--- config.mk ---
export PLATFORM = sky130hd
export DESIGN_NAME = hmim_derive
export DESIGN_NICKNAME = d
export VERILOG_FILES = /design/src/sv/hmim_pkg.sv /design/src/sv/hmim_derive.sv
export SDC_FILE = /design/constraint.sdc
export NUM_CORES = 2
export LEC_CHECK = 0
export BUFFER_PORTS_ARGS = -buffer_cell sky130_fd_sc_hd__buf_2
export CAP_MARGIN = 20
export CORE_MARGIN = 4
export CORE_UTILIZATION = 42
export CTS_BUF_LIST = sky130_fd_sc_hd__clkbuf_4
export DETAILED_ROUTE_END_ITERATION = 10
export PLACE_DENSITY = 0.7
export REMOVE_ABC_BUFFERS = 1
export SETUP_SLACK_MARGIN = 0.3
export SLEW_MARGIN = 20
export SYNTH_ARGS = -nofsm -noshare
export SYNTH_HDL_FRONTEND = slang
export SYNTH_SLANG_ARGS = --single-unit
--- constraint.sdc ---
create_clock -name clk -period 7.25 [get_ports clk]
set_input_delay 1.8125 -clock clk [delete_from_list [all_inputs] [get_ports clk]]
set_output_delay 1.8125 -clock clk [all_outputs]
set_load 0.005 [all_outputs]
--- src/sv/hmim_pkg.sv ---
// Shared constants, codes and types of the hierarchy module index mapper.
`timescale 1ns / 1ps

package hmim_pkg;

    localparam int MAX_LAYERS  = 4;
    localparam int VALUE_WIDTH = 33;
    localparam int SIZE_W      = 8;
    localparam int LCNT_W      = 3;
    localparam int LAYER_W     = 2;
    localparam int TGT_W       = 3;
    localparam int OP_W        = 2;
    localparam int ST_W        = 2;
    localparam int PROD2_W     = 2 * SIZE_W;
    localparam int DIV_W       = SIZE_W * (MAX_LAYERS - 1);
    localparam int K_W         = SIZE_W * MAX_LAYERS;
    localparam int END_W       = VALUE_WIDTH + 1;
    localparam int DIV_LAST    = VALUE_WIDTH - 1;
    localparam int CFG_IDX_W   = 3;
    localparam int CFG_DATA_W  = 8;
    localparam int QUEUE_DEPTH = 2;
    localparam int QPTR_W      = $clog2(QUEUE_DEPTH);
    localparam int QCNT_W      = $clog2(QUEUE_DEPTH + 1);
    localparam int S_TDATA_W   = ((VALUE_WIDTH + LAYER_W + TGT_W + 7) / 8) * 8;
    localparam int M_TDATA_W   = ((VALUE_WIDTH + LAYER_W + 7) / 8) * 8;

    // operation codes
    localparam logic [OP_W-1:0] OP_BLOCK_TO_MODULE = 2'd0;
    localparam logic [OP_W-1:0] OP_CONVERT         = 2'd1;
    localparam logic [OP_W-1:0] OP_MODULE_TO_FLAT  = 2'd2;
    localparam logic [OP_W-1:0] OP_FLAT_TO_MODULE  = 2'd3;

    // status codes
    localparam logic [ST_W-1:0] ST_OK           = 2'd0;
    localparam logic [ST_W-1:0] ST_LAYER_RANGE  = 2'd1;
    localparam logic [ST_W-1:0] ST_PAST_LAST    = 2'd2;
    localparam logic [ST_W-1:0] ST_TARGET_BELOW = 2'd3;

    // register indexes
    localparam logic [CFG_IDX_W-1:0] CFG_LAYER_COUNT = 3'd0;
    localparam logic [CFG_IDX_W-1:0] CFG_SIZE_0      = 3'd1;
    localparam logic [CFG_IDX_W-1:0] CFG_SIZE_1      = 3'd2;
    localparam logic [CFG_IDX_W-1:0] CFG_SIZE_2      = 3'd3;
    localparam logic [CFG_IDX_W-1:0] CFG_SIZE_3      = 3'd4;

    // derived layout: spans are products of sizes from layer lo up to hi-1,
    // ends[l] is one past the last flat id of layer l
    typedef struct packed {
        logic [LCNT_W-1:0]                  used_layers;
        logic [DIV_W-1:0]                   span_01;
        logic [DIV_W-1:0]                   span_02;
        logic [DIV_W-1:0]                   span_03;
        logic [DIV_W-1:0]                   span_12;
        logic [DIV_W-1:0]                   span_13;
        logic [DIV_W-1:0]                   span_23;
        logic [MAX_LAYERS-1:0][END_W-1:0]   ends;
    } hmim_layout_t;

    typedef struct packed {
        logic [VALUE_WIDTH-1:0] dividend;
        logic [DIV_W-1:0]       divisor;
        logic [LAYER_W-1:0]     found;
        logic [ST_W-1:0]        status;
    } hmim_job_t;

    typedef enum logic [2:0] {
        DRV_IDLE,
        DRV_PROD,
        DRV_WIDE,
        DRV_TOTAL,
        DRV_END_LO,
        DRV_END_MID,
        DRV_END_HI
    } hmim_drv_state_t;

endpackage

--- src/sv/hmim_derive.sv ---
// Configuration registers and the derived layer layout (spans and flat id bounds).
`timescale 1ns / 1ps

module hmim_derive
    import hmim_pkg::*;
(
    input  logic                  clk,
    input  logic                  rst_n,
    input  logic                  cfg_we,
    input  logic [CFG_IDX_W-1:0]  cfg_index,
    input  logic [CFG_DATA_W-1:0] cfg_data,
    output logic                  busy,
    output hmim_layout_t          layout
);

    hmim_drv_state_t state_reg, state_next;

    logic [LCNT_W-1:0]  lcount_reg;
    logic [SIZE_W-1:0]  size_reg [MAX_LAYERS];
    logic [LCNT_W-1:0]  used_layers;
    logic [SIZE_W-1:0]  es [MAX_LAYERS];

    logic load_prod, load_wide, load_total, load_end_lo, load_end_mid, load_end_hi;

    logic [DIV_W-1:0]   span01_reg, span12_reg, span23_reg;
    logic [PROD2_W-1:0] p02_reg, p13_reg, m2_reg;
    logic [DIV_W-1:0]   p03_reg, m1_reg;
    logic [K_W-1:0]     m0_reg;
    logic [MAX_LAYERS-1:0][END_W-1:0] ends_reg;

    always_ff @(posedge clk or negedge rst_n)
    begin
        if (!rst_n)
        begin
            lcount_reg <= LCNT_W'(1);
            for (int i = 0; i < MAX_LAYERS; i++)
            begin
                size_reg[i] <= SIZE_W'(1);
            end
        end
        else if (cfg_we)
        begin
            case (cfg_index)
                CFG_LAYER_COUNT: lcount_reg  <= cfg_data[LCNT_W-1:0];
                CFG_SIZE_0:      size_reg[0] <= cfg_data;
                CFG_SIZE_1:      size_reg[1] <= cfg_data;
                CFG_SIZE_2:      size_reg[2] <= cfg_data;
                CFG_SIZE_3:      size_reg[3] <= cfg_data;
                default:         ;
            endcase
        end
    end

    // effective sizes: zero reads as one, layers not in use count as one
    always_comb
    begin
        if (lcount_reg == '0)
            used_layers = LCNT_W'(1);
        else if (lcount_reg > LCNT_W'(MAX_LAYERS))
            used_layers = LCNT_W'(MAX_LAYERS);
        else
            used_layers = lcount_reg;
        for (int i = 0; i < MAX_LAYERS; i++)
        begin
            if (LCNT_W'(i) < used_layers && size_reg[i] != '0)
                es[i] = size_reg[i];
            else
                es[i] = SIZE_W'(1);
        end
    end

    always_ff @(posedge clk or negedge rst_n)
    begin
        if (!rst_n)
            state_reg <= DRV_PROD;
        else
            state_reg <= state_next;
    end

    always_comb
    begin
        state_next = state_reg;
        if (cfg_we)
            state_next = DRV_PROD;
        else
        begin
            case (state_reg)
                DRV_IDLE:    state_next = DRV_IDLE;
                DRV_PROD:    state_next = DRV_WIDE;
                DRV_WIDE:    state_next = DRV_TOTAL;
                DRV_TOTAL:   state_next = DRV_END_LO;
                DRV_END_LO:  state_next = DRV_END_MID;
                DRV_END_MID: state_next = DRV_END_HI;
                DRV_END_HI:  state_next = DRV_IDLE;
                default:     state_next = DRV_PROD;
            endcase
        end
    end

    always_comb
    begin
        busy         = 1'b1;
        load_prod    = 1'b0;
        load_wide    = 1'b0;
        load_total   = 1'b0;
        load_end_lo  = 1'b0;
        load_end_mid = 1'b0;
        load_end_hi  = 1'b0;
        case (state_reg)
            DRV_IDLE:    busy         = 1'b0;
            DRV_PROD:    load_prod    = 1'b1;
            DRV_WIDE:    load_wide    = 1'b1;
            DRV_TOTAL:   load_total   = 1'b1;
            DRV_END_LO:  load_end_lo  = 1'b1;
            DRV_END_MID: load_end_mid = 1'b1;
            DRV_END_HI:  load_end_hi  = 1'b1;
            default:     busy         = 1'b1;
        endcase
    end

    always_ff @(posedge clk)
    begin
        if (load_prod)
        begin
            span01_reg <= DIV_W'(es[0]);
            span12_reg <= DIV_W'(es[1]);
            span23_reg <= DIV_W'(es[2]);
            p02_reg    <= PROD2_W'(es[0]) * PROD2_W'(es[1]);
            p13_reg    <= PROD2_W'(es[1]) * PROD2_W'(es[2]);
            m2_reg     <= PROD2_W'(es[2]) * PROD2_W'(es[3]);
        end
        if (load_wide)
        begin
            p03_reg <= DIV_W'(p02_reg) * DIV_W'(es[2]);
            m1_reg  <= DIV_W'(m2_reg) * DIV_W'(es[1]);
        end
        if (load_total)
            m0_reg <= K_W'(m1_reg) * K_W'(es[0]);
        if (load_end_lo)
        begin
            ends_reg[0] <= END_W'(m0_reg);
            ends_reg[1] <= END_W'(m0_reg) + END_W'(m1_reg);
        end
        if (load_end_mid)
            ends_reg[2] <= ends_reg[1] + END_W'(m2_reg);
        if (load_end_hi)
            ends_reg[3] <= ends_reg[2] + END_W'(es[3]);
    end

    always_comb
    begin
        layout.used_layers = used_layers;
        layout.span_01     = span01_reg;
        layout.span_02     = DIV_W'(p02_reg);
        layout.span_03     = p03_reg;
        layout.span_12     = span12_reg;
        layout.span_13     = DIV_W'(p13_reg);
        layout.span_23     = span23_reg;
        layout.ends        = ends_reg;
    end

endmodule

======== Word level (Yosys, flattened, before mapping) ========
Cells that the tools add are included.
storage, ports and cells
  register bits ........................... 324
  bits in latches ......................... 0
  RAM bits ................................ 0
  memory bits (read-only) ................. 0
  input port bits ......................... 14
  output and inout bits ................... 284
  word-level logic and storage cells ...... 75
  memories kept ........................... 0
cells by class
  add/sub/neg operators ................... 3
  multiply operators ...................... 6
  div/mod/pow operators ................... 0
  magnitude comparators ................... 5
  equality and inequality tests ........... 10
  shift operators ......................... 0
  multiplexer cells ....................... 15
  bitwise operators ....................... 0
  reduce and logical (&&, ||, !) cells .... 17
operators by type and width
  cell                count
  $mul 16x8->24       2
  $mul 8x8->16        3
  $add 34x16->34      1
  $add 34x8->34       1
  $add 32x24->33      1
  $mul 24x8->32       1
  $mux 8              4
  $reduce_bool 8->1   4
  $pmux 3 s6          1
  $eq 3x2->1 const B  4
  $eq 3x3->1 const B  4
  $reduce_and 2->1    5
  $logic_not 3->1     3
  $mux 3              3
  $mux 1              7
  $eq 3x1->1 const B  2
  $lt 1x3->1 const A  2
  $lt 2x3->1 const A  2
  $logic_and 1x1->1   4
  $gt 3x3->1 const B  1
  $reduce_or 2->1     1

======== Logic depth before layout (Yosys ltp) ========
  depth after elaboration ................. 7
  gate-level depth with buffers ........... 23
  gate-level depth less buffers ........... 22

======== Worst setup path before layout ========
Ideal clock, no wire load.
  path type ............................... register to register
  from .................................... register state_reg[0]
  to ...................................... register m2_reg[0] (enable)
  setup time .............................. 0.591 ns
  arrival ................................. 5.500 ns
  data required time ...................... 6.659 ns
  path slack .............................. 1.160 ns
  cell stages (with the launch flop) ...... 3
  path buffers ............................ 0
  period minus slack after synthesis ...... 6.090 ns
  cell sequence ........................... dfstp_2 inv_1 nor3_1
between the ends
  longest elaborated chain between the ends .. 2
RTL lines
  item                    line                source
  from (decl)             hmim_derive.sv:16   hmim_drv_state_t state_reg, state_next;
  from (signal assigned)  hmim_derive.sv:77   state_reg <= state_next;
  $eq 3x1->1              hmim_derive.sv:109  case (state_reg)
  $mux 1                  hmim_derive.sv:109
  to (signal assigned)    hmim_derive.sv:130  m2_reg <= PROD2_W'(es[2]) * PROD2_W'(es[3]);
  to (decl)               hmim_derive.sv:26   logic [PROD2_W-1:0] p02_reg, p13_reg, m2_reg;
Every way passes these cells.
A chain may end at the register's enable or synchronous reset.

======== Worst setup path in the final report ========
  from .................................... register size_reg[9] in the netlist's numbering
  to ...................................... register p03_reg[22], data pin
between the ends
  longest elaborated chain between the ends .. 4
RTL lines
  item                  line                source
  from (decl)           hmim_derive.sv:19   logic [SIZE_W-1:0] size_reg [MAX_LAYERS];
  $reduce_bool 8->1     hmim_derive.sv:65   if (LCNT_W'(i) < used_layers && size_reg[i] != '0)
  $logic_and 1x1->1     hmim_derive.sv:65
  $mux 8 (*)            hmim_derive.sv:65
  $mul 16x8->24 (*)     hmim_derive.sv:134  p03_reg <= DIV_W'(p02_reg) * DIV_W'(es[2]);
  to (signal assigned)  hmim_derive.sv:134
  to (decl)             hmim_derive.sv:27   logic [DIV_W-1:0] p03_reg, m1_reg;
Mark *: on every way between the ends. The rest lies on a longest branch, timed or not.

==> flow_summary.ini <==
[run_status]
status = complete, no violations

[clock_network]
tritoncts = built
path_clk_slew_ns = 0.08
cts_buffer_depth = 3
cts_sinks = 323
htree_levels = 3
cts-buffers-inserted = 93
hold_buffers = 0
clk_latency_ns = 0.87
cts_root_buffer = clkbuf_4

[floorplanning]
die_h_microns = 294
coreArea_sq_um = 80800
ios = 298
die_area_sq_um = 86400
start_util_pct = 42.5
rows = 104
die_x_microns = 294

[worst_setup_path]
path_class = reg -> reg
crit_chain = nor4_1 -> a21oi_1 -> nand2_1 -> clkinvlp_4 -> and2_1 -> fa_1 -> fa_1 -> fa_1 -> inv_1 -> fa_1 -> inv_1 -> ha_1 -> and3_1 -> and3_1 -> a21oi_1 -> a21oi_1 -> a211oi_2 -> o211ai_1 -> o311ai_0
critPathMaxStageDelay_ns = 0.54
cp-end-kind = flip-flop
critPathSlowestCell = fa_1
start_kind = flip-flop
crit_path_max_fanout = 16
worst-path-buf-inv = 3
crit_arrival_ns = 7.00
cp.required_ns = 7.85
crit_family = adder cells
cpMostUsedCell = fa_1

[yosys]
syn-cell-area_sq_um = 34300
yosys_warnings = 0
ys_ff_latch = 323
async_flop_share_pct = 11.8
synth_flop_cell = edfxtp_1
synth.distinct_cells = 92
syn_inst = 3390
synth_edf_count = 285
syn_area_per_cell_sq_um = 10.1
ys_seq_area_share_pct = 27.7

[timing]
post-route-period-util_pct = 88.2
finalHoldViolCount = 0
max_freq_mhz = 156
worst_slew_pin_slew_ns = 1.07
relSlewSlack_pct = 28.6
finalSetupTns_ns = 0
rsz0062_at_grt = false
fin_skew_ns = 0.0708
final.min_clock_period_ns = 6.40
setup_viol = 0
drv_slew = 0

[layout]
multi_input_area_sq_um = 22200
layout-drive-gt1-share_pct = 13.9
layout_commonest_cell = inv_1
largest_reg_flops = 133
final_cell_mix = inv_1, fa_1, nand2_1
fillCellCount = 7547
seq_area_sq_um = 9520
instances_no_fill = 4786
area_growth_pct = 9.71
fin_nets = 4370

[global_routing]
grt_pass1_wl_microns = 141000
grt_start_max_net_pins = 66
grt_use_total_pct = 20.7
grt_pass1_vias = 25700
antenna_found_initial = 6
grt_overflow = 0

[route]
drc = 0
drt-total-wl_microns = 88200
via_per_inst = 5.19
vias = 24900
drt_iter0_drc = 1746
ant_nets = 0
first_pass_iters = 8
wl_per_cell_microns = 18.4

[hold_path]
min_path_type = reg -> reg

[placed_design]
dp_hpwl_microns = 67600
dp.cells = 4611
portBuffers = 230
gp_congestion = 0.874

[job]
drv_cap = 0
cell families (layout without fill, tap and decap cells):
logic type | after synthesis | after routing | synth area share (%)
mux | 38 | 38 | 1.24
buf+inv | 711 | 977 | 8.58
flops | 323 | 323 | 27.7
simple gates | 1093 | 1093 | 16.3
fa+ha+maj | 707 | 707 | 34.7
other cells | 1 | 71 | 0.0109
compound gates | 344 | 344 | 7.04
xor+xnor | 173 | 173 | 4.41
final cells by class:
type	instances	share of cell area, %
multi-input combinational	2422	58.8
sequential	323	25.3
inverter	537	5.39
timing repair buffer	272	3.89
tap	1060	3.52
clock buffer	130	2.59
clock inverter	38	0.505
antenna	4	0.0266
synth_stat cells, types with 29 or more instances:
| cell | instances | share of area [%] |
|---|---|---|
| clkbuf_1 | 95 | 1.0 |
| nand2_1 | 313 | 3.4 |
| xor2_1 | 50 | 1.3 |
| nor3_1 | 39 | 0.57 |
| a21o_1 | 43 | 0.94 |
| and3_1 | 115 | 2.1 |
| nand3_1 | 44 | 0.64 |
| fa_1 | 411 | 24 |
| xnor2_1 | 123 | 3.1 |
| o21ai_0 | 54 | 0.79 |
| and2_1 | 275 | 5.0 |
| inv_1 | 533 | 5.8 |
| nor2b_1 | 29 | 0.53 |
| mux2_2 | 35 | 1.1 |
| ha_1 | 296 | 11 |
| buf_4 | 68 | 1.5 |
| nor2_1 | 182 | 2.0 |
| dfrtp_1 | 32 | 2.3 |
| edfxtp_1 | 285 | 25 |
| a21oi_1 | 109 | 1.6 |
worst paths after layout:
path,to,cells after the start,from,slack (ns)
worst max-delay path,p03_reg[22],19,size_reg[9],0.85
worst min-delay path,layout[0],0,m0_reg[0],0.48
worst max register to register,p03_reg[22],19,size_reg[9],0.85
worst min register to register,layout[0],0,m0_reg[0],0.48
max in group asynchronous,size_reg[22],1,rst_n,5.55
min in group asynchronous,size_reg[5],1,rst_n,1.09
per-stage QoR:
| step | setup slack, ns | hold WS (ns) | area, sq um | utilization [%] |
|---|---|---|---|---|
| floorplan | 1.16 | 0.431 | 33700 | - |
| detailed placement | 0.586 | 0.462 | 36400 | 45.1 |
| global placement | 0.793 | 0.448 | 36400 | 45.1 |
| CTS | 0.573 | 0.470 | 37600 | 46.5 |
| finish | 0.852 | 0.477 | 37700 | 46.6 |
| global route | 0.363 | 0.489 | 37700 | 46.6 |
metal layers:
layer | up-vias | share of wire, % | track usage [%]
li1 | 11500 | - | -
met1 | 12300 | 41 | 26.2
met2 | 856 | 48 | 34.8
met3 | 206 | 7.2 | 4.35
met4 | 4 | 3.8 | 8.29
met5 | - | 0.031 | 0
repair_timing:
action                                  4_1_cts  5_1_grt
endpoints found under the setup margin        0        1
setup buffers                                 0        3
gates resized for setup                       0        5
worst register-to-register path: stages (launching register included):
cell and delay [ns]:
dfrtp_1 0.42, nor4_1 0.30, a21oi_1 0.22, nand2_1 0.37, clkinvlp_4 0.39, and2_1 0.29
fa_1 0.51, fa_1 0.52, fa_1 0.54, inv_1 0.05, fa_1 0.52, inv_1 0.04
ha_1 0.34, and3_1 0.20, and3_1 0.18, a21oi_1 0.19, a21oi_1 0.18, a211oi_2 0.33
o211ai_1 0.18, o311ai_0 0.40
Power is left out: the tool's default activity adds up to more than one toggle a clock period on the data nets, which glitch-free logic cannot reach.
