### config.mk
export PLATFORM = sky130hd
export DESIGN_NAME = hmim_front
export DESIGN_NICKNAME = d
export VERILOG_FILES = /design/src/sv/hmim_pkg.sv /design/src/sv/hmim_front.sv
export SDC_FILE = /design/constraint.sdc
export NUM_CORES = 1
export LEC_CHECK = 0
export BUFFER_PORTS_ARGS = -buffer_cell sky130_fd_sc_hd__buf_2
export CAP_MARGIN = 15
export CORE_AREA = 2 2 192 335
export CTS_CLUSTER_SIZE = 8
export DETAILED_ROUTE_END_ITERATION = 8
export DIE_AREA = 0 0 194 337
export PLACE_DENSITY = 0.5
export SYNTH_ARGS = -nofsm -noshare
export SYNTH_HDL_FRONTEND = slang
export SYNTH_SLANG_ARGS = --single-unit
### constraint.sdc
create_clock -name clk -period 2.9 [get_ports clk]
set_input_delay 0.145 -clock clk [delete_from_list [all_inputs] [get_ports clk]]
set_output_delay 0.145 -clock clk [all_outputs]
set_load 0.01 [all_outputs]
### src/sv/hmim_pkg.sv
// Shared constants, codes and types of the hierarchy module index mapper.
`timescale 1ns / 1ps

package hmim_pkg;

    localparam int MAX_LAYERS  = 4;
    localparam int VALUE_WIDTH = 33;
    localparam int SIZE_W      = 8;
    localparam int LCNT_W      = 3;
    localparam int LAYER_W     = 2;
    localparam int TGT_W       = 3;
    localparam int OP_W        = 2;
    localparam int ST_W        = 2;
    localparam int PROD2_W     = 2 * SIZE_W;
    localparam int DIV_W       = SIZE_W * (MAX_LAYERS - 1);
    localparam int K_W         = SIZE_W * MAX_LAYERS;
    localparam int END_W       = VALUE_WIDTH + 1;
    localparam int DIV_LAST    = VALUE_WIDTH - 1;
    localparam int CFG_IDX_W   = 3;
    localparam int CFG_DATA_W  = 8;
    localparam int QUEUE_DEPTH = 2;
    localparam int QPTR_W      = $clog2(QUEUE_DEPTH);
    localparam int QCNT_W      = $clog2(QUEUE_DEPTH + 1);
    localparam int S_TDATA_W   = ((VALUE_WIDTH + LAYER_W + TGT_W + 7) / 8) * 8;
    localparam int M_TDATA_W   = ((VALUE_WIDTH + LAYER_W + 7) / 8) * 8;

    // operation codes
    localparam logic [OP_W-1:0] OP_BLOCK_TO_MODULE = 2'd0;
    localparam logic [OP_W-1:0] OP_CONVERT         = 2'd1;
    localparam logic [OP_W-1:0] OP_MODULE_TO_FLAT  = 2'd2;
    localparam logic [OP_W-1:0] OP_FLAT_TO_MODULE  = 2'd3;

    // status codes
    localparam logic [ST_W-1:0] ST_OK           = 2'd0;
    localparam logic [ST_W-1:0] ST_LAYER_RANGE  = 2'd1;
    localparam logic [ST_W-1:0] ST_PAST_LAST    = 2'd2;
    localparam logic [ST_W-1:0] ST_TARGET_BELOW = 2'd3;

    // register indexes
    localparam logic [CFG_IDX_W-1:0] CFG_LAYER_COUNT = 3'd0;
    localparam logic [CFG_IDX_W-1:0] CFG_SIZE_0      = 3'd1;
    localparam logic [CFG_IDX_W-1:0] CFG_SIZE_1      = 3'd2;
    localparam logic [CFG_IDX_W-1:0] CFG_SIZE_2      = 3'd3;
    localparam logic [CFG_IDX_W-1:0] CFG_SIZE_3      = 3'd4;

    // derived layout: spans are products of sizes from layer lo up to hi-1,
    // ends[l] is one past the last flat id of layer l
    typedef struct packed {
        logic [LCNT_W-1:0]                  used_layers;
        logic [DIV_W-1:0]                   span_01;
        logic [DIV_W-1:0]                   span_02;
        logic [DIV_W-1:0]                   span_03;
        logic [DIV_W-1:0]                   span_12;
        logic [DIV_W-1:0]                   span_13;
        logic [DIV_W-1:0]                   span_23;
        logic [MAX_LAYERS-1:0][END_W-1:0]   ends;
    } hmim_layout_t;

    typedef struct packed {
        logic [VALUE_WIDTH-1:0] dividend;
        logic [DIV_W-1:0]       divisor;
        logic [LAYER_W-1:0]     found;
        logic [ST_W-1:0]        status;
    } hmim_job_t;

    typedef enum logic [2:0] {
        DRV_IDLE,
        DRV_PROD,
        DRV_WIDE,
        DRV_TOTAL,
        DRV_END_LO,
        DRV_END_MID,
        DRV_END_HI
    } hmim_drv_state_t;

endpackage

### src/sv/hmim_front.sv
// Front end: takes input items, checks layers, locates flat ids, picks dividend and divisor.
`timescale 1ns / 1ps

module hmim_front
    import hmim_pkg::*;
(
    input  logic                 clk,
    input  logic                 rst_n,
    input  logic                 s_tvalid,
    output logic                 s_tready,
    input  logic [S_TDATA_W-1:0] s_tdata,
    input  logic [OP_W-1:0]      s_tuser,
    input  logic                 busy,
    input  hmim_layout_t         layout,
    input  logic                 q_full,
    output logic                 push,
    output hmim_job_t            push_job
);

    function automatic logic [DIV_W-1:0] span_of(hmim_layout_t lay, logic [LAYER_W-1:0] lo,
                                                 logic [LAYER_W-1:0] hi);
        logic [DIV_W-1:0] s;
        case ({lo, hi})
            4'b0001: s = lay.span_01;
            4'b0010: s = lay.span_02;
            4'b0011: s = lay.span_03;
            4'b0110: s = lay.span_12;
            4'b0111: s = lay.span_13;
            4'b1011: s = lay.span_23;
            default: s = DIV_W'(1);
        endcase
        return s;
    endfunction

    logic                   vld_reg, vld_next;
    hmim_job_t              job_reg;
    hmim_job_t              job_c;
    logic                   accept;

    logic [VALUE_WIDTH-1:0] val;
    logic [LAYER_W-1:0]     src;
    logic [TGT_W-1:0]       tgt;
    logic                   src_ok, tgt_ok;
    logic [END_W-1:0]       starts [MAX_LAYERS];
    logic [VALUE_WIDTH-1:0] locals [MAX_LAYERS];
    logic [MAX_LAYERS-1:0]  hits;
    logic [LAYER_W-1:0]     hit_idx;

    assign val = s_tdata[VALUE_WIDTH-1:0];
    assign src = s_tdata[VALUE_WIDTH+LAYER_W-1:VALUE_WIDTH];
    assign tgt = s_tdata[VALUE_WIDTH+LAYER_W+TGT_W-1:VALUE_WIDTH+LAYER_W];

    assign src_ok = {1'b0, src} < layout.used_layers;
    assign tgt_ok = tgt < layout.used_layers;

    // all layers checked in parallel, first hit wins
    always_comb
    begin
        starts[0] = '0;
        for (int l = 1; l < MAX_LAYERS; l++)
        begin
            starts[l] = layout.ends[l-1];
        end
        for (int l = 0; l < MAX_LAYERS; l++)
        begin
            hits[l]   = (LCNT_W'(l) < layout.used_layers) && ({1'b0, val} < layout.ends[l]);
            locals[l] = VALUE_WIDTH'({1'b0, val} - starts[l]);
        end
        hit_idx = '0;
        for (int l = MAX_LAYERS - 1; l >= 0; l--)
        begin
            if (hits[l])
                hit_idx = LAYER_W'(l);
        end
    end

    always_comb
    begin
        job_c.dividend = '0;
        job_c.divisor  = DIV_W'(1);
        job_c.found    = '0;
        job_c.status   = ST_OK;
        case (s_tuser)
            OP_BLOCK_TO_MODULE:
            begin
                if (!src_ok)
                    job_c.status = ST_LAYER_RANGE;
                else
                begin
                    job_c.dividend = val;
                    job_c.divisor  = span_of(layout, '0, src);
                end
            end
            OP_CONVERT:
            begin
                if (!src_ok || !tgt_ok)
                    job_c.status = ST_LAYER_RANGE;
                else if (tgt[LAYER_W-1:0] < src)
                    job_c.status = ST_TARGET_BELOW;
                else
                begin
                    job_c.dividend = val;
                    job_c.divisor  = span_of(layout, src, tgt[LAYER_W-1:0]);
                end
            end
            OP_MODULE_TO_FLAT:
            begin
                if (!src_ok)
                    job_c.status = ST_LAYER_RANGE;
                else
                    job_c.dividend = VALUE_WIDTH'({1'b0, val} + starts[src]);
            end
            default:
            begin
                if (!tgt_ok)
                    job_c.dividend = val;
                else if (hits == '0)
                    job_c.status = ST_PAST_LAST;
                else
                begin
                    job_c.found = hit_idx;
                    if (tgt[LAYER_W-1:0] < hit_idx)
                        job_c.status = ST_TARGET_BELOW;
                    else
                    begin
                        job_c.dividend = locals[hit_idx];
                        job_c.divisor  = span_of(layout, hit_idx, tgt[LAYER_W-1:0]);
                    end
                end
            end
        endcase
    end

    assign s_tready = !busy && (!vld_reg || !q_full);
    assign accept   = s_tvalid && s_tready;
    assign push     = vld_reg && !q_full;
    assign push_job = job_reg;

    always_comb
    begin
        vld_next = vld_reg;
        if (accept)
            vld_next = 1'b1;
        else if (push)
            vld_next = 1'b0;
    end

    always_ff @(posedge clk or negedge rst_n)
    begin
        if (!rst_n)
            vld_reg <= 1'b0;
        else
            vld_reg <= vld_next;
    end

    always_ff @(posedge clk)
    begin
        if (accept)
            job_reg <= job_c;
    end

endmodule

# ---- Word level (Yosys, flattened, before mapping)
# Index checks and enable logic that the tools add are counted.
dict set report word_totals {
  wordCells 93
  out_inout_bits 63
  ff_bits 62
}
dict set report op_classes {
  magnitude_cmp 14
  n_bitwise 3
  reduce_logical 19
  n_eq_ne 17
  n_addsub 4
  muxes 31
}
# operator count
set op_table {}
lappend op_table {{$pmux W24 S6} 2}
lappend op_table {{$mux W57} 4}
lappend op_table {{$mux W33} 6}
lappend op_table {{$pmux W24 S3} 2}
lappend op_table {{$lt A33 B34 Y1} 4}
lappend op_table {{$pmux W33 S3} 1}
lappend op_table {{$sub A33 B33 Y33} 3}
lappend op_table {{$bmux W34 S2} 1}
lappend op_table {{$bmux W33 S2} 1}
lappend op_table {{$mux W59} 1}
lappend op_table {{$add A33 B33 Y33} 1}
lappend op_table {{$mux W28} 1}
lappend op_table {{$eq A4 B2 Y1 const B} 4}
lappend op_table {{$eq A4 B3 Y1 const B} 4}
lappend op_table {{$mux W2} 8}
lappend op_table {{$eq A4 B1 Y1 const B} 2}
lappend op_table {{$eq A4 B4 Y1 const B} 2}
lappend op_table {{$logic_and A1 B1 Y1} 7}
lappend op_table {{$eq A2 B2 Y1 const B} 3}
lappend op_table {{$ge A3 B3 Y1 const B} 2}
lappend op_table {{$lt A1 B3 Y1 const A} 2}
lappend op_table {{$lt A2 B3 Y1 const A} 2}
lappend op_table {{$not A2 Y3} 2}
lappend op_table {{$logic_not A1 Y1} 5}
lappend op_table {{other kinds (13)} 18}

# ---- Depth between registers and ports, before layout
dict set report depth {
  word_depth 14
  mapped_depth 20
  depth_no_buf 19
}

# ---- Worst setup path after synthesis
# Ideal clock, no wire load.
dict set report synth_path {
  path_type {in2reg}
  start {input s_tdata[33]}
  end {register job_reg (netlist bit push_job[59]) (data pin)}
  cell_stages 18
  arrival_time_ns 4.150
  setup_time_ns 0.261
  required_ns 2.639
  slack_ns -1.510
  path_cell_list {clkbuf_1 > buf_1 > buf_1 > clkbuf_1 > mux2i_1 > o22ai_1 > ha_1 > o21ai_0 > o21bai_1 > a21oi_1 > o31a_1 > o211ai_1 > nand3_1 > a31oi_1 > a21o_1 > a21oi_1 > xnor2_1 > a221o_1}
}
# element line_no
set synth_rtl {}
lappend synth_rtl {{from (decl)} hmim_front.sv:11} ;# input logic [S_TDATA_W-1:0] s_tdata,
lappend synth_rtl {{to (signal assigned)} hmim_front.sv:159} ;# job_reg <= job_c;
lappend synth_rtl {{to (decl)} hmim_front.sv:36} ;# hmim_job_t job_reg;

==> results.py <==
metrics = {
    "placed_design": {
        "globalplace.congestion": 0.957,
        "dp_cells": 3709,
        "port_buffers": 390,
        "post-place-ws_ns": -1.35,
        "post-dp-hpwl_mm": 73.9,
    },
    "sta": {
        "setup_viol": 61,
        "hold_slack_ns": 0.0915,
        "slew_viol_final": 0,
        "rsz0062_at_grt": "yes",
        "clock_skew_ns": 0.0120,
        "worstMarginPinSlew_ns": 1.30,
        "max_slew_margin": 0.127,
        "timing.final.crit_share": 1.22,
        "finalHoldViolCount": 0,
        "setup_tns_ns": -31.69,
        "fmax_mhz": 283,
        "fin_crit_ns": 3.53,
        "fin_ws_ns": -0.628,
    },
    "flow_run": {
        "maxCapViolCount": 0,
    },
    "yosys": {
        "async_reset_ff_frac": 0.0161,
        "synth_mux_area_frac": 0.0750,
        "synth_ff_type": "edfxtp_1",
        "synth_cells": 2026,
        "synth_nets": 2532,
        "syn_avg_cell_area_um2": 7.34,
        "yosys.area_share.simple": 0.144,
        "ys_types": 92,
        "yosys.area_share.xor_xnor": 0.0659,
        "synth_fa_ha_area_frac": 0.151,
        "synth_edf_count": 61,
        "yosysSeqAreaShare": 0.125,
        "synth_compound_area_frac": 0.370,
        "netlist_area_um2": 14900,
        "yosysWarnings": 0,
        "synth_top_family_by_area": "compound AO/OA/AOI/OAI gates",
        "ys_ff_latch": 62,
    },
    "route": {
        "wl_mm": 90.5,
        "routedWlPerCell_um": 23.9,
        "drtIter0Drc": 1305,
        "firstDrtPassIters": 6,
        "viasPerCell": 5.41,
        "drc_errors": 0,
        "antenna_left": 0,
        "vias": 20500,
    },
    "critical_path": {
        "end_kind": "flop",
        "path_depth": 21,
        "crit_buf_inv": 7,
        "slowest_stage": "fa_2",
        "reg2reg_depth": 3,
        "slowest_delay_ns": 0.35,
        "critPathLaunch": "s_tdata[0]",
        "cp_max_fo": 6,
        "reg2reg_slack_ns": 1.07,
        "critPathMostFrequentCell": "buf_12",
        "path_cells": "buf_12 -> inv_12 -> ha_4 -> inv_2 -> fa_2 -> a21o_1 -> a22o_4 -> o31ai_4 -> buf_6 -> o31ai_4 -> a31oi_4 -> o21ai_4 -> a211oi_4 -> inv_2 -> ha_4 -> nor2_4 -> a2111o_1 -> or2_4 -> buf_12 -> buf_12 -> o22ai_1",
        "start_kind": "input pin",
        "arrival_ns": 3.73,
        "crit_required_ns": 3.10,
        "critPathTopFamily": "compound AO/OA/AOI/OAI gates",
        "r2r-start": "vld_reg",
        "path_class": "in2reg",
        "crit_path_end": "push_job[8]",
        "r2r-end": "push_job[39]",
    },
    "clock_tree": {
        "clkTransAtPathRegs_ns": 0.06,
        "clock_latency_ns": 0.37,
        "cts.sinks": 62,
        "cts_root_buffer": "clkbuf_16",
        "cts_tree": "yes",
        "clock_path_buffers": 2,
        "cts.htree.levels": 3,
        "numCtsBuffers": 9,
    },
    "finish": {
        "nets": 3475,
        "syn_to_final_growth_pct": 64.3,
        "drive_gt1_frac": 0.429,
        "fin_util": 0.389,
        "num-fill-cells": 6659,
        "largest_register_ff_count": 61,
        "fin_cells": 3784,
    },
    "grt": {
        "grt_util_met3": 0.0292,
        "grt_start_max_net_pins": 41,
        "antenna_found_initial": 5,
        "grt_pass1_wl_mm": 128,
        "gr-usage-met2": 0.510,
        "track_usage": 0.260,
        "grt_busiest_layer": "met2",
        "overflow": 0,
        "met1_usage": 0.258,
        "grt_pass1_vias": 20800,
    },
    "pwr": {
        "intPower_uw": 4180,
        "p_clk_frac": 0.153,
        "p_per_area_nw_per_um2": 309,
        "p_leak_uw": 0.0115,
        "switching_power_uw": 3370,
        "p_comb_frac": 0.701,
        "max-vdd-ir-drop_v": 0.000344,
        "seqPwrFrac": 0.146,
        "switching_share": 0.446,
    },
    "floorplan": {
        "die_w_um": 194,
        "io_pins": 393,
        "core_area_um2": 62900,
        "dieArea_um2": 65400,
        "die_height_um": 337,
        "initial_core_util": 0.237,
        "rows": 122,
    },
    "run_status": {
        "outcome": "finished, violations left",
        "violations": "negative setup slack",
    },
    "min_path": {
        "hold_path.class": "in2async",
    },
}
power groups by stage:
stage	combinational, uW	sequential, uW	clock [uW]
floorplan	2300	1130	0
global placement	4690	1120	0
detailed placement	4730	1120	0
CTS	4970	1100	1180
global route	5660	1110	1200
finish	5290	1100	1150
worst min-delay path by stage:
| stage | start | slack, ns | cells after the start | to |
|---|---|---|---|---|
| 2_1_floorplan | rst_n | -0.15 | 0 | vld_reg |
| 3_3_place_gp | rst_n | -0.08 | 1 | vld_reg |
| 3_5_place_dp | rst_n | -0.08 | 1 | vld_reg |
| 4_1_cts | rst_n | 0.06 | 2 | vld_reg |
| 5_1_grt | rst_n | 0.08 | 2 | vld_reg |
| 6_report | rst_n | 0.09 | 2 | vld_reg |
final cells by class:
class                   instances  area (um^2)  area share
well taps                     806         1010      0.0413
diodes                          4         10.0    0.000410
inverters                     166          636      0.0260
flip-flops and latches         62         1860      0.0760
multi-input cells            1697        13300       0.542
clock inverters                 6         52.6     0.00215
clock buffers                  10          229     0.00937
repair buffers               1033         7400       0.303
cells in the mapped netlist (30+ instances only):
| library cell | instances | area [um^2] |
|---|---|---|
| nor3_1 | 40 | 200 |
| a211oi_1 | 34 | 255 |
| a31oi_1 | 44 | 275 |
| a21o_1 | 65 | 488 |
| a22oi_1 | 74 | 556 |
| nand3_1 | 36 | 180 |
| clkbuf_1 | 78 | 293 |
| xnor2_1 | 63 | 552 |
| o22ai_1 | 92 | 576 |
| edfxtp_1 | 61 | 1830 |
| a21oi_1 | 207 | 1040 |
| nor2_1 | 136 | 510 |
| o21ai_0 | 128 | 641 |
| ha_1 | 172 | 2150 |
| inv_1 | 165 | 619 |
| xor2_1 | 49 | 429 |
| mux2i_1 | 107 | 1070 |
| nand2_1 | 147 | 552 |
| a221oi_1 | 30 | 263 |
worst register-to-register path, delay by kind of cell (launching register included):
kind	cells	cell delay (ns)
AND/OR/NAND/NOR	1	0.53
flip-flops	1	0.39
buffers and inverters	1	0.33
AO/OA/AOI/OAI	1	0.23
what timing repair did:
item,4_1_cts,5_1_grt
pin swaps,53,64
endpoints found under the setup margin,61,61
gates resized for setup,112,142
endpoints found under the hold margin,2,0
gates cloned,2,4
hold buffers,2,0
buffers inserted,18,34
cells by family (layout without fill, tap and decap cells):
logic type | Yosys count | after routing
multiplexers | 111 | 111
adder cells (fa/ha/maj) | 177 | 177
buffers and inverters | 267 | 1215
AO/OA/AOI/OAI | 835 | 835
flip-flops | 62 | 62
AND/OR/NAND/NOR | 462 | 462
other | 0 | 4
XOR/XNOR | 112 | 112
cells in the final DEF (no fill, tap or decap), types with 8 or more instances in the layout:
cell / netlist / routed
a211oi_1: 34 / 26
nand2b_1: 25 / 23
o22ai_2: 0 / 21
nand4_1: 8 / 8
o21a_1: 21 / 19
o21bai_1: 14 / 14
and3_1: 14 / 12
a21oi_2: 0 / 31
a31oi_1: 44 / 40
o21ai_1: 7 / 15
edfxtp_1: 61 / 61
nand2_1: 147 / 145
buf_12: 0 / 27
buf_2: 13 / 386
buf_6: 2 / 22
clkbuf_16: 0 / 13
a221oi_1: 30 / 25
inv_1: 165 / 160
nand3_1: 36 / 32
o31ai_1: 15 / 8
nor3_2: 0 / 11
a21o_1: 65 / 65
xor2_1: 49 / 48
o22ai_1: 92 / 71
nor3_1: 40 / 28
nor2_1: 136 / 121
o211ai_1: 11 / 11
a21oi_1: 207 / 172
a22oi_1: 74 / 73
o21ai_0: 128 / 111
buf_4: 2 / 583
mux2i_1: 107 / 102
nor2b_1: 8 / 8
ha_1: 172 / 163
xnor2_1: 63 / 60
nor2_2: 1 / 9
per-layer routing:
layer  vias up  share of wire  wire length [um]
met5         -       0.000077                 7
met3       257          0.050              4530
met4         2          0.074              6720
li1       9589              -                 -
met1      9740           0.34             30900
met2       873           0.53             48300
stage by stage:
step / power (uW) / cell area (um^2)
final: 7550 / 24400
after CTS: 7260 / 23400
after global routing: 7970 / 24400
after detailed placement: 5850 / 22400
after floorplan: 3430 / 15100
after global placement: 5820 / 22400
Power figures use the tool's default switching activity.
