$ cat src/sv/hmim_pkg.sv
// Shared constants, codes and types of the hierarchy module index mapper.
`timescale 1ns / 1ps

package hmim_pkg;

    localparam int MAX_LAYERS  = 4;
    localparam int VALUE_WIDTH = 33;
    localparam int SIZE_W      = 8;
    localparam int LCNT_W      = 3;
    localparam int LAYER_W     = 2;
    localparam int TGT_W       = 3;
    localparam int OP_W        = 2;
    localparam int ST_W        = 2;
    localparam int PROD2_W     = 2 * SIZE_W;
    localparam int DIV_W       = SIZE_W * (MAX_LAYERS - 1);
    localparam int K_W         = SIZE_W * MAX_LAYERS;
    localparam int END_W       = VALUE_WIDTH + 1;
    localparam int DIV_LAST    = VALUE_WIDTH - 1;
    localparam int CFG_IDX_W   = 3;
    localparam int CFG_DATA_W  = 8;
    localparam int QUEUE_DEPTH = 2;
    localparam int QPTR_W      = $clog2(QUEUE_DEPTH);
    localparam int QCNT_W      = $clog2(QUEUE_DEPTH + 1);
    localparam int S_TDATA_W   = ((VALUE_WIDTH + LAYER_W + TGT_W + 7) / 8) * 8;
    localparam int M_TDATA_W   = ((VALUE_WIDTH + LAYER_W + 7) / 8) * 8;

    // operation codes
    localparam logic [OP_W-1:0] OP_BLOCK_TO_MODULE = 2'd0;
    localparam logic [OP_W-1:0] OP_CONVERT         = 2'd1;
    localparam logic [OP_W-1:0] OP_MODULE_TO_FLAT  = 2'd2;
    localparam logic [OP_W-1:0] OP_FLAT_TO_MODULE  = 2'd3;

    // status codes
    localparam logic [ST_W-1:0] ST_OK           = 2'd0;
    localparam logic [ST_W-1:0] ST_LAYER_RANGE  = 2'd1;
    localparam logic [ST_W-1:0] ST_PAST_LAST    = 2'd2;
    localparam logic [ST_W-1:0] ST_TARGET_BELOW = 2'd3;

    // register indexes
    localparam logic [CFG_IDX_W-1:0] CFG_LAYER_COUNT = 3'd0;
    localparam logic [CFG_IDX_W-1:0] CFG_SIZE_0      = 3'd1;
    localparam logic [CFG_IDX_W-1:0] CFG_SIZE_1      = 3'd2;
    localparam logic [CFG_IDX_W-1:0] CFG_SIZE_2      = 3'd3;
    localparam logic [CFG_IDX_W-1:0] CFG_SIZE_3      = 3'd4;

    // derived layout: spans are products of sizes from layer lo up to hi-1,
    // ends[l] is one past the last flat id of layer l
    typedef struct packed {
        logic [LCNT_W-1:0]                  used_layers;
        logic [DIV_W-1:0]                   span_01;
        logic [DIV_W-1:0]                   span_02;
        logic [DIV_W-1:0]                   span_03;
        logic [DIV_W-1:0]                   span_12;
        logic [DIV_W-1:0]                   span_13;
        logic [DIV_W-1:0]                   span_23;
        logic [MAX_LAYERS-1:0][END_W-1:0]   ends;
    } hmim_layout_t;

    typedef struct packed {
        logic [VALUE_WIDTH-1:0] dividend;
        logic [DIV_W-1:0]       divisor;
        logic [LAYER_W-1:0]     found;
        logic [ST_W-1:0]        status;
    } hmim_job_t;

    typedef enum logic [2:0] {
        DRV_IDLE,
        DRV_PROD,
        DRV_WIDE,
        DRV_TOTAL,
        DRV_END_LO,
        DRV_END_MID,
        DRV_END_HI
    } hmim_drv_state_t;

endpackage

$ cat src/sv/hmim_queue.sv
// Short job queue between the front end and the divider pipeline.
`timescale 1ns / 1ps

module hmim_queue
    import hmim_pkg::*;
(
    input  logic      clk,
    input  logic      rst_n,
    input  logic      push,
    input  hmim_job_t push_job,
    output logic      full,
    input  logic      pop,
    output logic      head_vld,
    output hmim_job_t head_job
);

    hmim_job_t         job_reg [QUEUE_DEPTH];
    logic [QPTR_W-1:0] wr_ptr_reg, wr_ptr_next;
    logic [QPTR_W-1:0] rd_ptr_reg, rd_ptr_next;
    logic [QCNT_W-1:0] count_reg, count_next;
    logic              do_pop;

    assign full     = count_reg == QCNT_W'(QUEUE_DEPTH);
    assign head_vld = count_reg != '0;
    assign head_job = job_reg[rd_ptr_reg];
    assign do_pop   = pop && head_vld;

    always_comb
    begin
        wr_ptr_next = wr_ptr_reg;
        rd_ptr_next = rd_ptr_reg;
        count_next  = count_reg;
        if (push)
        begin
            wr_ptr_next = (wr_ptr_reg == QPTR_W'(QUEUE_DEPTH - 1)) ? '0 : wr_ptr_reg + 1'b1;
        end
        if (do_pop)
        begin
            rd_ptr_next = (rd_ptr_reg == QPTR_W'(QUEUE_DEPTH - 1)) ? '0 : rd_ptr_reg + 1'b1;
        end
        if (push && !do_pop)
            count_next = count_reg + 1'b1;
        else if (do_pop && !push)
            count_next = count_reg - 1'b1;
    end

    always_ff @(posedge clk or negedge rst_n)
    begin
        if (!rst_n)
        begin
            wr_ptr_reg <= '0;
            rd_ptr_reg <= '0;
            count_reg  <= '0;
        end
        else
        begin
            wr_ptr_reg <= wr_ptr_next;
            rd_ptr_reg <= rd_ptr_next;
            count_reg  <= count_next;
        end
    end

    always_ff @(posedge clk)
    begin
        if (push)
            job_reg[wr_ptr_reg] <= push_job;
    end

endmodule

$ cat config.mk
export PLATFORM = sky130hd
export DESIGN_NAME = hmim_queue
export DESIGN_NICKNAME = d
export VERILOG_FILES = /design/src/sv/hmim_pkg.sv /design/src/sv/hmim_queue.sv
export SDC_FILE = /design/constraint.sdc
export NUM_CORES = 1
export LEC_CHECK = 0
export CAP_MARGIN = 20
export CELL_PAD_IN_SITES_DETAIL_PLACEMENT = 0
export CELL_PAD_IN_SITES_GLOBAL_PLACEMENT = 1
export CORE_MARGIN = 4
export CORE_UTILIZATION = 57
export DETAILED_ROUTE_END_ITERATION = 8
export DONT_BUFFER_PORTS = 1
export PLACE_DENSITY = 0.93
export SETUP_SLACK_MARGIN = 0.02
export SLEW_MARGIN = 10
export SYNTH_ARGS = -nofsm -noshare
export SYNTH_HDL_FRONTEND = slang
export SYNTH_SLANG_ARGS = --single-unit
$ cat constraint.sdc
create_clock -name clk -period 6.9 [get_ports clk]
set_input_delay 0.69 -clock clk [delete_from_list [all_inputs] [get_ports clk]]
set_output_delay 0.69 -clock clk [all_outputs]
set_load 0.03 [all_outputs]
Yosys cells after proc, flatten, opt, wreduce, memory -nomap -nowiden
Memories as Yosys holds them, arrays and structs flattened.
Index checks and enable logic that the tools add are counted.
{ "word_totals": {"ff_bits": 4, "latch_bits": 0, "ramBits": 122, "rom_bits": 0, "in_bits": 65, "out_inout_bits": 63, "wordCells": 22, "n_memories": 1} }
{ "classes": {"addsub": 4, "n_mul": 0, "n_div": 0, "n_lt_le_gt_ge": 0, "n_eq_ne": 1, "shift": 0, "n_mux": 6, "bitwise_logic": 0, "reduce_logical": 7} }
{ "memory_table": {"columns": ["name", "depth", "width", "read_ports", "rd_ports_with_merged_regs", "write_ports", "line_no", "text"], "rows": [
  ["job_reg", 2, 61, 1, 0, 1, "hmim_queue.sv:17", "hmim_job_t job_reg [QUEUE_DEPTH];"]
]} }
{ "op_table": {"columns": ["operator", "count"], "rows": [
  ["$mux 1", 4],
  ["$mux 2", 2],
  ["$reduce_bool 2->1", 2],
  ["$logic_and 1x1->1", 3],
  ["$add 1x1->1 const B", 2],
  ["$add 2x1->2 const B", 1],
  ["$eq 2x2->1 const B", 1],
  ["$logic_not 1->1", 2],
  ["$sub 2x1->2 const B", 1]
]} }

Depth between registers and ports, before layout
Gate-level depths: netlist of run 1.
{ "depth": {"ltp_word": 5, "mapped_depth": 6, "depth_no_buf": 6} }

Worst setup path before layout of run 1
No wires, ideal clock.
{ "synth_path": {"path_kind": "input to register", "from": "input port push", "to": "memory job_reg[0][0] (netlist bit) (enable)", "arrival_time_ps": 3376, "required_time_ps": 6413, "setup_slack_ps": 3036, "path_stages": 1, "n_path_buf": 0, "cell_sequence": "nor2b_1"} }
{ "synth_via": {"elab_chain_len": 2} }
{ "synth_lines": {"columns": ["item", "line_no", "text"], "rows": [
  ["from (decl)", "hmim_queue.sv:9", "input logic push,"],
  ["$mux 1", "hmim_queue.sv:65", "if (push)"],
  ["$mux 1 (not written as such)", "hmim_queue.sv:66", "job_reg[wr_ptr_reg] <= push_job;"],
  ["to (decl)", "hmim_queue.sv:17", null]
]} }
Every way passes these cells.

==> metrics, run 1 <==
post-route DRC violation count=0; DRT Pass-1 Iters=4; max_cap viols=0; Max FO, Critical Path=32; worst clock skew=0.0141 ns; PD cells=506 nW/um^2; main combinational cell family by area after synthesis=multiplexers; min Tclk post-route=about 3.1 ns; Hold WC Path Type=in2reg; Cells after DPL=307; post-synthesis compound-gate area fraction=0%; Finish-stage setup viols=0; hold_ws=0.275 ns; post-route setup slack=around 3.8 ns; nature of the critical path endpoint=output port; total CTS buffers=17; setup TNS=0 ns; fin cells=339; global-route wire length before repair=approximately 11 mm; fin. max-slew vios=0; pin count of the biggest net entering global routing=33; antenna cell count=0; post-route ant nets=0; CTS tree=done; arrival time at the worst endpoint=2.41 ns; RSZ-0062 raised after global routing=no; Post-CTS Repair Setup Buffers=0; Filler Cells Inserted=546; Post-Synthesis Cells=206; slew of the pin with the lowest slew margin=0.870 ns; Worst setup SP type=register; max reg flops=122; die height=101 um; FMAX=between 300 and 400 MHz; DR vias=1892; register area share after synthesis=76.9%; Die W=around 100 um; mux share of post-synthesis cell area=between 10% and 20%; commonest non-fill, non-tap cell in the layout=edfxtp_1; DRT Wirelength=7.47 mm; Synth Area in Simple Gates=less than 1%; Clk pin slew, worst setup/hold paths=0.06 ns; Buffers & Inverters on Critical Path=1; Total Routing Usage GR=between 10% and 20%; Crit Path Category=reg2out; Relative slew margins=41.9%; worst path cell trace=buf_4 > mux2_2; Layout area overhead=12.8%; initial core utilization=58.9%; fin crit share=between 40% and 50%; H-tree levels=4; CP max stage delay=about 0.8 ns; most frequent cells in the layout=edfxtp_1 (122), mux2_4 (59), clkbuf_16 (16); routability cong.=0.656; layout cells sized above 1=41.5%; Clk Latency, worst-skew pair=approximately 0.50 ns; Adder-Cell Fraction of Synth Area=less than 1%; I/O pin cnt=128; Vias/cell=5.58; net count after synthesis=approximately 270; mean post-synth cell area=about 24 um^2; DP Area=4930 um^2; Clock Sinks=126; Synth Register Bits=126; Setup WS pre-CTS=4.28 ns; Hold Vio Cnt, Final=0; CTS Buffer Depth=2; gr ovfl total=0; Distinct cells, synth=14; vias in the first global route=1965; Core ar.=8300 um^2; Port Buffers=0; total power=between 2 and 3 mW; cell family with most CP delay=flip-flops; Synth Area in XOR/XNOR=less than 1%; outcome=complete, no violations; VDD IR max=0.315 mV; LEAKAGE=2.03 nW; DR WL/cell=between 20 and 25 um; synthesized cell area=between 4000 and 5000 um^2; 1st-iter DRT viols=84; DP Wirelength=4.94 mm; Core Util, Final=between 60% and 70%; initial antenna violation count=0; die area=just over 10000 um^2; final net count=around 290; CP max-delay cell=dfrtp_4; cell area after layout=5520 um^2; num rows=33; WP data required=6.21 ns; Ys Warns=0; CTS root buf=clkbuf_8
[Yosys cell counts]
| cell | instances | area share [%] |
|---|---|---|
| xor2_1 | 3 | 0.54 |
| or2_1 | 1 | 0.13 |
| nor2b_1 | 2 | 0.26 |
| ha_1 | 1 | 0.26 |
| xnor2_1 | 2 | 0.36 |
| mux2_2 | 2 | 0.46 |
| dfrtp_1 | 4 | 2.0 |
| nor2_1 | 1 | 0.077 |
| buf_6 | 1 | 0.23 |
| and2_1 | 1 | 0.13 |
| edfxtp_1 | 122 | 75 |
| nand2_1 | 1 | 0.077 |
| mux2_4 | 59 | 18 |
| buf_12 | 6 | 2.5 |
[kinds of logic (layout without fill, tap and decap cells)]
family	Yosys count	in the layout
adders and majority gates	1	1
DFF	126	126
xor gates and xnor gates	5	5
buffers and inverters	7	35
and+or+nand+nor	6	6
muxes	61	61
[timing repair]
action,in CTS,in global routing
hold buffers,1,0
gates resized for setup,0,0
hold endpoints to repair,4,0
[power breakdown]
part | internal [mW] | leakage [nW] | total [mW] | switching, mW
combinational | 0.298 | 0.556 | 0.826 | 0.528
sequential | 1.02 | 1.19 | 1.11 | 0.0910
clock | 0.547 | 0.282 | 0.857 | 0.310
[worst paths after layout]
check | start | end | slack, ns | cells after the start
hold / removal | push_job[33] | job_reg[0][33] | 0.28 | 0
setup reg to reg | wr_ptr_reg | job_reg[0][34] | 4.87 | 2
min in group asynchronous | rst_n | count_reg[0] | 0.45 | 1
hold reg to reg | count_reg[1] | count_reg[1] | 0.50 | 1
setup / recovery | rd_ptr_reg | head_job[41] | 3.80 | 2
max in group asynchronous | rst_n | rd_ptr_reg | 6.25 | 1
[worst register-to-register path, cell delays in order, from the launching register on]
cell and delay [ns]:
dfrtp_1 0.43, nor2b_4 0.70, buf_4 0.53
[layer usage]
layer / track usage (%) / share of wire [%]
met1: 16.0 / 34
met2: 24.7 / 54
met3: 7.54 / 9.7
met4: 8.81 / 2.0
met5: 0 / 0
[area by class of cell]
| class | instances | area, um^2 | share of cell area, % |
|---|---|---|---|
| multi-input cells | 73 | 1010 | 18.2 |
| well taps | 105 | 131 | 2.38 |
| clock inverters | 14 | 168 | 3.04 |
| flip-flops and latches | 126 | 3770 | 68.3 |
| clock buffers | 17 | 414 | 7.50 |
| repair buffers | 4 | 32.5 | 0.589 |
No activity file was read; power rests on OpenSTA's default activity.
==> run 2: changes to the inputs <==
- ABC_AREA: not set -> 1
- CORE_UTILIZATION: 57 -> 45
- PLACE_DENSITY: 0.93 -> 0.85
- clock period: 6.9 -> 2.85 ns (I/O delays scaled with it)
==> run 2 against run 1 <==
Net effect: clock power grew to 2.5 times the previous value; design area grew 9.5%; synthesized cell count grew 68%; cell count is 68% higher; critical endpoint is now head_job[53]; largest power group unchanged.
==> metrics, run 2 <==
most common cell in the netlist=nand2_1; synthesized cell area=4690 um^2 (-4.1%); async set-or-reset flop fraction in the synthesized netlist=3.17% (unchanged); PD cells=1140 nW/um^2 (+120%); DRT Pass-1 Iters=4 (unchanged); worst path cell trace=buf_4 > nand2_1 > nand2_1; layout cells sized above 1=8.78% (-33 points); Clock Sinks=126 (unchanged); Main synth FF type=edfxtp_1; Clk pin slew, worst setup/hold paths=0.06 ns (about the same); die area=12100 um^2 (+20%); Max FO, Critical Path=34 (+6.3%); routability cong.=0.669 (+2.0%); VDD IR max=0.617 mV (+96%); DR WL/cell=16.0 um (-27%); DR vias=2709 (+43%); Hold WC Path Type=in2reg; Post-CTS Repair Setup Buffers=0 (unchanged); Relative slew margins=52.1% (+10 points); Cells after DPL=473 (+54%); cell mode on critical path=nand2_1; CP max-delay cell=dfrtp_2; min Tclk post-route=2.43 ns; CTS root buf=clkbuf_8; max_cap viols=0 (unchanged); Post-synth EDFFs=122 (unchanged); Synth area leader=edfxtp_1; WP data required=2.57 ns (-3.64 ns); pin count of the biggest net entering global routing=63 (+91%); Crit Path Category=reg2out; outcome=complete, no violations; most frequent cells after synthesis=nand2_1 (192), edfxtp_1 (122), buf_6 (7); ranking of synthesized cells by area=edfxtp_1 (78%), nand2_1 (15%), dfrtp_1 (2.1%), buf_6 (1.7%), buf_4 (0.96%); Worst setup SP type=register; met3 Track Usage GR=8.33% (+0.79 points); max reg flops=122 (unchanged); GR peak layer=met2; post-route ant nets=0 (unchanged); worst clock skew=0.00709 ns (-0.00706 ns); Core ar.=10200 um^2 (+23%); post-route DRC violation count=0 (unchanged); commonest non-fill, non-tap cell in the layout=nand2_1; CTS resizes=0 (unchanged); I/O pin cnt=128 (unchanged); global-route wire length before repair=14.3 mm (+31%); slew of the pin with the lowest slew margin=0.718 ns (-0.152 ns); top cell type's share of synthesized area=78.1% (+3.2 points); Total Routing Usage GR=16.0% (+0.82 points); fin cells=570 (+68%); nature of the critical path endpoint=output port; initial core utilization=45.9% (-13 points); multi-input combinational cell area=782 um^2 (-22%); setup TNS=0 ns (unchanged); met1 Track Usage GR=18.3% (+2.3 points); die height=110 um (+9.4%); num rows=37 (+12%); sequential standard cell area=3760 um^2 (about the same); most frequent cells in the layout=nand2_1 (192), edfxtp_1 (122), dlygate4sd3_1 (64); final net count=486 (+69%); Port Buffers=0 (unchanged); Die W=110 um (+9.4%); gr ovfl total=0 (unchanged); 1st-iter DRT viols=135 (+61%); Finish-stage setup viols=0 (unchanged); Ys Warns=0 (unchanged); H-tree levels=4 (unchanged); Hold Vio Cnt, Final=0 (unchanged); fin crit share=85.2%; arrival time at the worst endpoint=2.14 ns (-0.27 ns); Layout area overhead=28.8%; DP Wirelength=5.44 mm (+10%); register area share after synthesis=80.2% (+3.3 points); CTS tree=done; Synth Register Bits=126 (unchanged); Vias/cell=4.75 (-15%); FMAX=around 400 MHz; CTS Buffer Depth=2 (unchanged); LEAKAGE=2.39 nW (+18%); RSZ-0062 raised after global routing=no; fin. max-slew vios=0 (unchanged); mean post-synth cell area=13.6 um^2 (-43%); Clk Latency, worst-skew pair=0.50 ns (about the same); vias in the first global route=2755 (+40%); net count after synthesis=412 (+51%); CP max stage delay=0.83 ns (+0.04 ns); initial antenna violation count=1 (+1); grt met2 use=26.6% (+1.9 points); Distinct cells, synth=13 (-1); Filler Cells Inserted=801 (+47%); total CTS buffers=17 (unchanged); DRT Wirelength=9.11 mm (+22%); Post-Synthesis Cells=346 (+68%)
run 2: cell types whose count changed after synthesis, sizes merged:
cell	previous run	this run
and2	1	0
buf	7	13
inv	0	7
mux2	61	0
nand2	1	192
nand3	0	2
nand4	0	1
nor2	1	2
nor2b	2	0
or2	1	0
xnor2	2	1
xor2	3	1
run 2: cell type report:
type / count / area share [%]
Multi-Input combinational cell: 200 / 12.9
Sequential cell: 126 / 62.3
Clock inverter: 15 / 3.23
Timing Repair Buffer: 68 / 11.3
Clock buffer: 17 / 6.85
Inverter: 7 / 0.518
Antenna cell: 1 / 0.0414
Tap cell: 136 / 2.82
run 2: worst max-delay path, delay by kind of cell, from the launching register on:
| kind | cells | cell delay [ns] |
|---|---|---|
| buf+inv | 1 | 0.44 |
| flops | 1 | 0.83 |
| simple gates | 2 | 0.37 |
run 2: cell families after synthesis:
logic type                 share of synthesized area (%)
adders and majority gates                          0.267
buffers and inverters                               3.31
DFF                                                 80.2
xor gates and xnor gates                           0.373
and+or+nand+nor                                     15.9
run 2: metal layers:
metal / share of wire [%] / vias up / wire length, um
met2: 51 / 103 / 4650
met3: 9.7 / 7 / 880
met4: 0.67 / 0 / 61
li1: - / 1316 / -
met5: 0 / - / 0
met1: 39 / 1283 / 3520
run 2: repair_timing:
| item | CTS | global route |
|---|---|---|
| hold endpoints to repair | 128 | 0 |
| endpoints found under the setup margin | 0 | 0 |
| hold buffers | 64 | 0 |
run 2: through the flow:
stage               power, mW  utilization (%)  setup slack (ns)  hold WS (ns)  instance area, um^2
detailed placement       4.68             46.8             0.908       -0.0103                 4790
floorplan                4.46                -             0.421       -0.0106                 4700
CTS                      6.95             59.0             0.360        0.0118                 6040
global placement         4.64             46.8             0.935       -0.0103                 4790
global route             7.23             59.0             0.262        0.0333                 6040
finish                   6.86             59.1             0.423        0.0379                 6040
run 2: final timing paths:
check / from / end / slack, ns / depth (start not counted)
worst max-delay path: rd_ptr_reg / head_job[53] / 0.42 / 3
worst min-delay path: push / count_reg[0] / 0.04 / 2
worst max register to register: count_reg[0] / count_reg[1] / 1.28 / 8
worst min register to register: count_reg[1] / count_reg[1] / 0.48 / 2
max in group asynchronous: rst_n / rd_ptr_reg / 2.58 / 1
min in group asynchronous: rst_n / count_reg[1] / 0.06 / 1
run 2: where the power goes:
group	switching, mW	internal (mW)
logic	1.72	0.326
clock network	0.763	1.41
registers	0.178	2.46
total	2.66	4.20
==> run 3: changes to the inputs <==
- CTS_BUF_LIST: not set -> sky130_fd_sc_hd__clkbuf_16
- REMOVE_ABC_BUFFERS: not set -> 1
==> run 3 against run 2 <==
Net effect: largest power group unchanged; sequential share of layout area is 0.49 points higher; clock power down 4%; fmax increased by 4.8%; highest routed layer unchanged; register-to-register slack got worse by 0.08 ns; sequential power about the same.
==> metrics, run 3 (synthesis results as in run 2) <==
outcome=complete, no violations; global-route wire length before repair=13.0 mm (-9.3%); slew of the pin with the lowest slew margin=0.792 ns (+0.0740 ns); arrival time at the worst endpoint=2.03 ns (-0.11 ns); max_cap viols=0 (unchanged); initial core utilization=45.9% (unchanged); Core ar.=10200 um^2 (unchanged); fin. max-slew vios=0 (unchanged); max reg flops=122 (unchanged); num rows=37 (unchanged); Clock Sinks=126 (unchanged); CTS root buf=clkbuf_16; initial antenna violation count=0 (-1); pin count of the biggest net entering global routing=63 (unchanged); Hold Vio Cnt, Final=0 (unchanged); HP Start=pop; H-tree levels=4 (unchanged); Post-CTS Repair Setup Buffers=0 (unchanged); RSZ-0062 raised after global routing=no; DRT Pass-1 Iters=4 (unchanged); CP startpoint=rd_ptr_reg; final net count=484 (-0.41%); DP Wirelength=5.00 mm (-8.1%); post-route ant nets=0 (unchanged); Clk pin slew, worst setup/hold paths=0.05 ns (about the same); total CTS buffers=17 (unchanged); LEAKAGE=2.39 nW (-0.26%); fin crit share=81.3% (-3.9 points); vias in the first global route=2595 (-5.8%); most frequent cells in the layout=nand2_1 (192), edfxtp_1 (122), dlygate4sd3_1 (63); die height=110 um (unchanged); CTS Buffer Depth=2 (unchanged); commonest non-fill, non-tap cell in the layout=nand2_1; DP Area=4780 um^2 (-0.16%); VDD IR max=0.528 mV (-14%); Setup WS pre-CTS=0.937 ns (+0.0287 ns); Die W=110 um (unchanged); Max FO, Critical Path=33 (-2.9%); Core Util, Final=58.6% (-0.46 points); Vias/cell=4.71 (-0.98%); DRT Wirelength=8.62 mm (-5.4%); Crit Reg-Reg Startpoint=wr_ptr_reg; Layout area overhead=27.8%; Filler Cells Inserted=814 (+1.6%); setup TNS=0 ns (unchanged); Total Routing Usage GR=14.7% (-1.4 points); Finish-stage setup viols=0 (unchanged); layout cells sized above 1=6.99% (-1.8 points); antenna cell count=0 (-1); post-route DRC violation count=0 (unchanged); die area=12100 um^2 (unchanged); min Tclk post-route=2.32 ns (-0.110 ns); Hold WC Path Type=in2reg; DR vias=2659 (-1.8%); Clk Latency, worst-skew pair=0.40 ns (-0.10 ns); Crit Path Category=reg2out; FMAX=432 MHz (+4.8%); cell area after layout=6000 um^2 (-0.79%); 1st-iter DRT viols=109 (-19%); DR WL/cell=15.3 um (-4.6%); I/O pin cnt=128 (unchanged); post-route setup slack=0.533 ns (+0.110 ns); worst clock skew=0.00823 ns (+0.00114 ns); Relative slew margins=47.2% (-4.9 points); CTS tree=done; Port Buffers=0 (unchanged); PD cells=1130 nW/um^2 (-0.62%); gr ovfl total=0 (unchanged); WP data required=2.57 ns (about the same); nature of the critical path endpoint=output port; routability cong.=0.649 (-3.0%); Worst setup SP type=register
## run 3: cell count changes in the layout (fill, tap and decap cells not counted), sizes merged
cell	delta
diode	-1
inv	+1
dlygate4sd3	-1
buf	-1
clkinvlp	-3
## run 3: cell type report
type / instances / area (um^2) / share of cell area, %
multi-input combinational: 200 / 782 / 13.0
timing repair buffer: 66 / 666 / 11.1
tap: 136 / 170 / 2.84
clock buffer: 17 / 425 / 7.10
inverter: 7 / 31.3 / 0.522
clock inverter: 13 / 156 / 2.61
sequential: 126 / 3760 / 62.8
## run 3: worst paths after layout
kind | to | slack [ns] | depth (start not counted)
min in group asynchronous | wr_ptr_reg | 0.15 | 1
setup / recovery | head_job[51] | 0.53 | 3
hold reg to reg | count_reg[1] | 0.48 | 2
hold / removal | rd_ptr_reg | 0.03 | 2
max in group asynchronous | rd_ptr_reg | 2.51 | 1
setup reg to reg | job_reg[1][53] | 1.20 | 3
## run 3: through the flow
stage	power, mW	hold WS [ns]	instances
3_5_place_dp	4.65	-0.0104	472
5_1_grt	7.11	0.0240	565
2_1_floorplan	4.30	-0.0106	333
3_3_place_gp	4.62	-0.0104	472
6_report	6.76	0.0332	565
4_1_cts	6.84	0.0208	565
## run 3: worst max-delay path, stage by stage (launching register included)
cell and delay [ns]:
dfrtp_2 0.78, buf_4 0.44, nand2_1 0.12, nand2_1 0.27
## run 3: layer usage
metal | GRT usage [%] | vias to the layer above | wire, um | share of wire [%]
li1 | - | 1303 | - | -
met1 | 15.8 | 1243 | 3380 | 39
met2 | 25.3 | 104 | 4460 | 52
met3 | 6.23 | 9 | 718 | 8.3
met4 | 6.07 | 0 | 72 | 0.84
met5 | 0 | - | 0 | 0
## run 3: power breakdown
part	leakage, nW	internal [mW]	switching, mW
clock	0.292	1.42	0.679
combinational	0.902	0.319	1.70
sequential	1.19	2.47	0.169
## run 3: timing repair
action | CTS | global route
resized for setup | 0 | 0
endpoints found under the hold margin | 127 | 0
hold buffers | 63 | 0
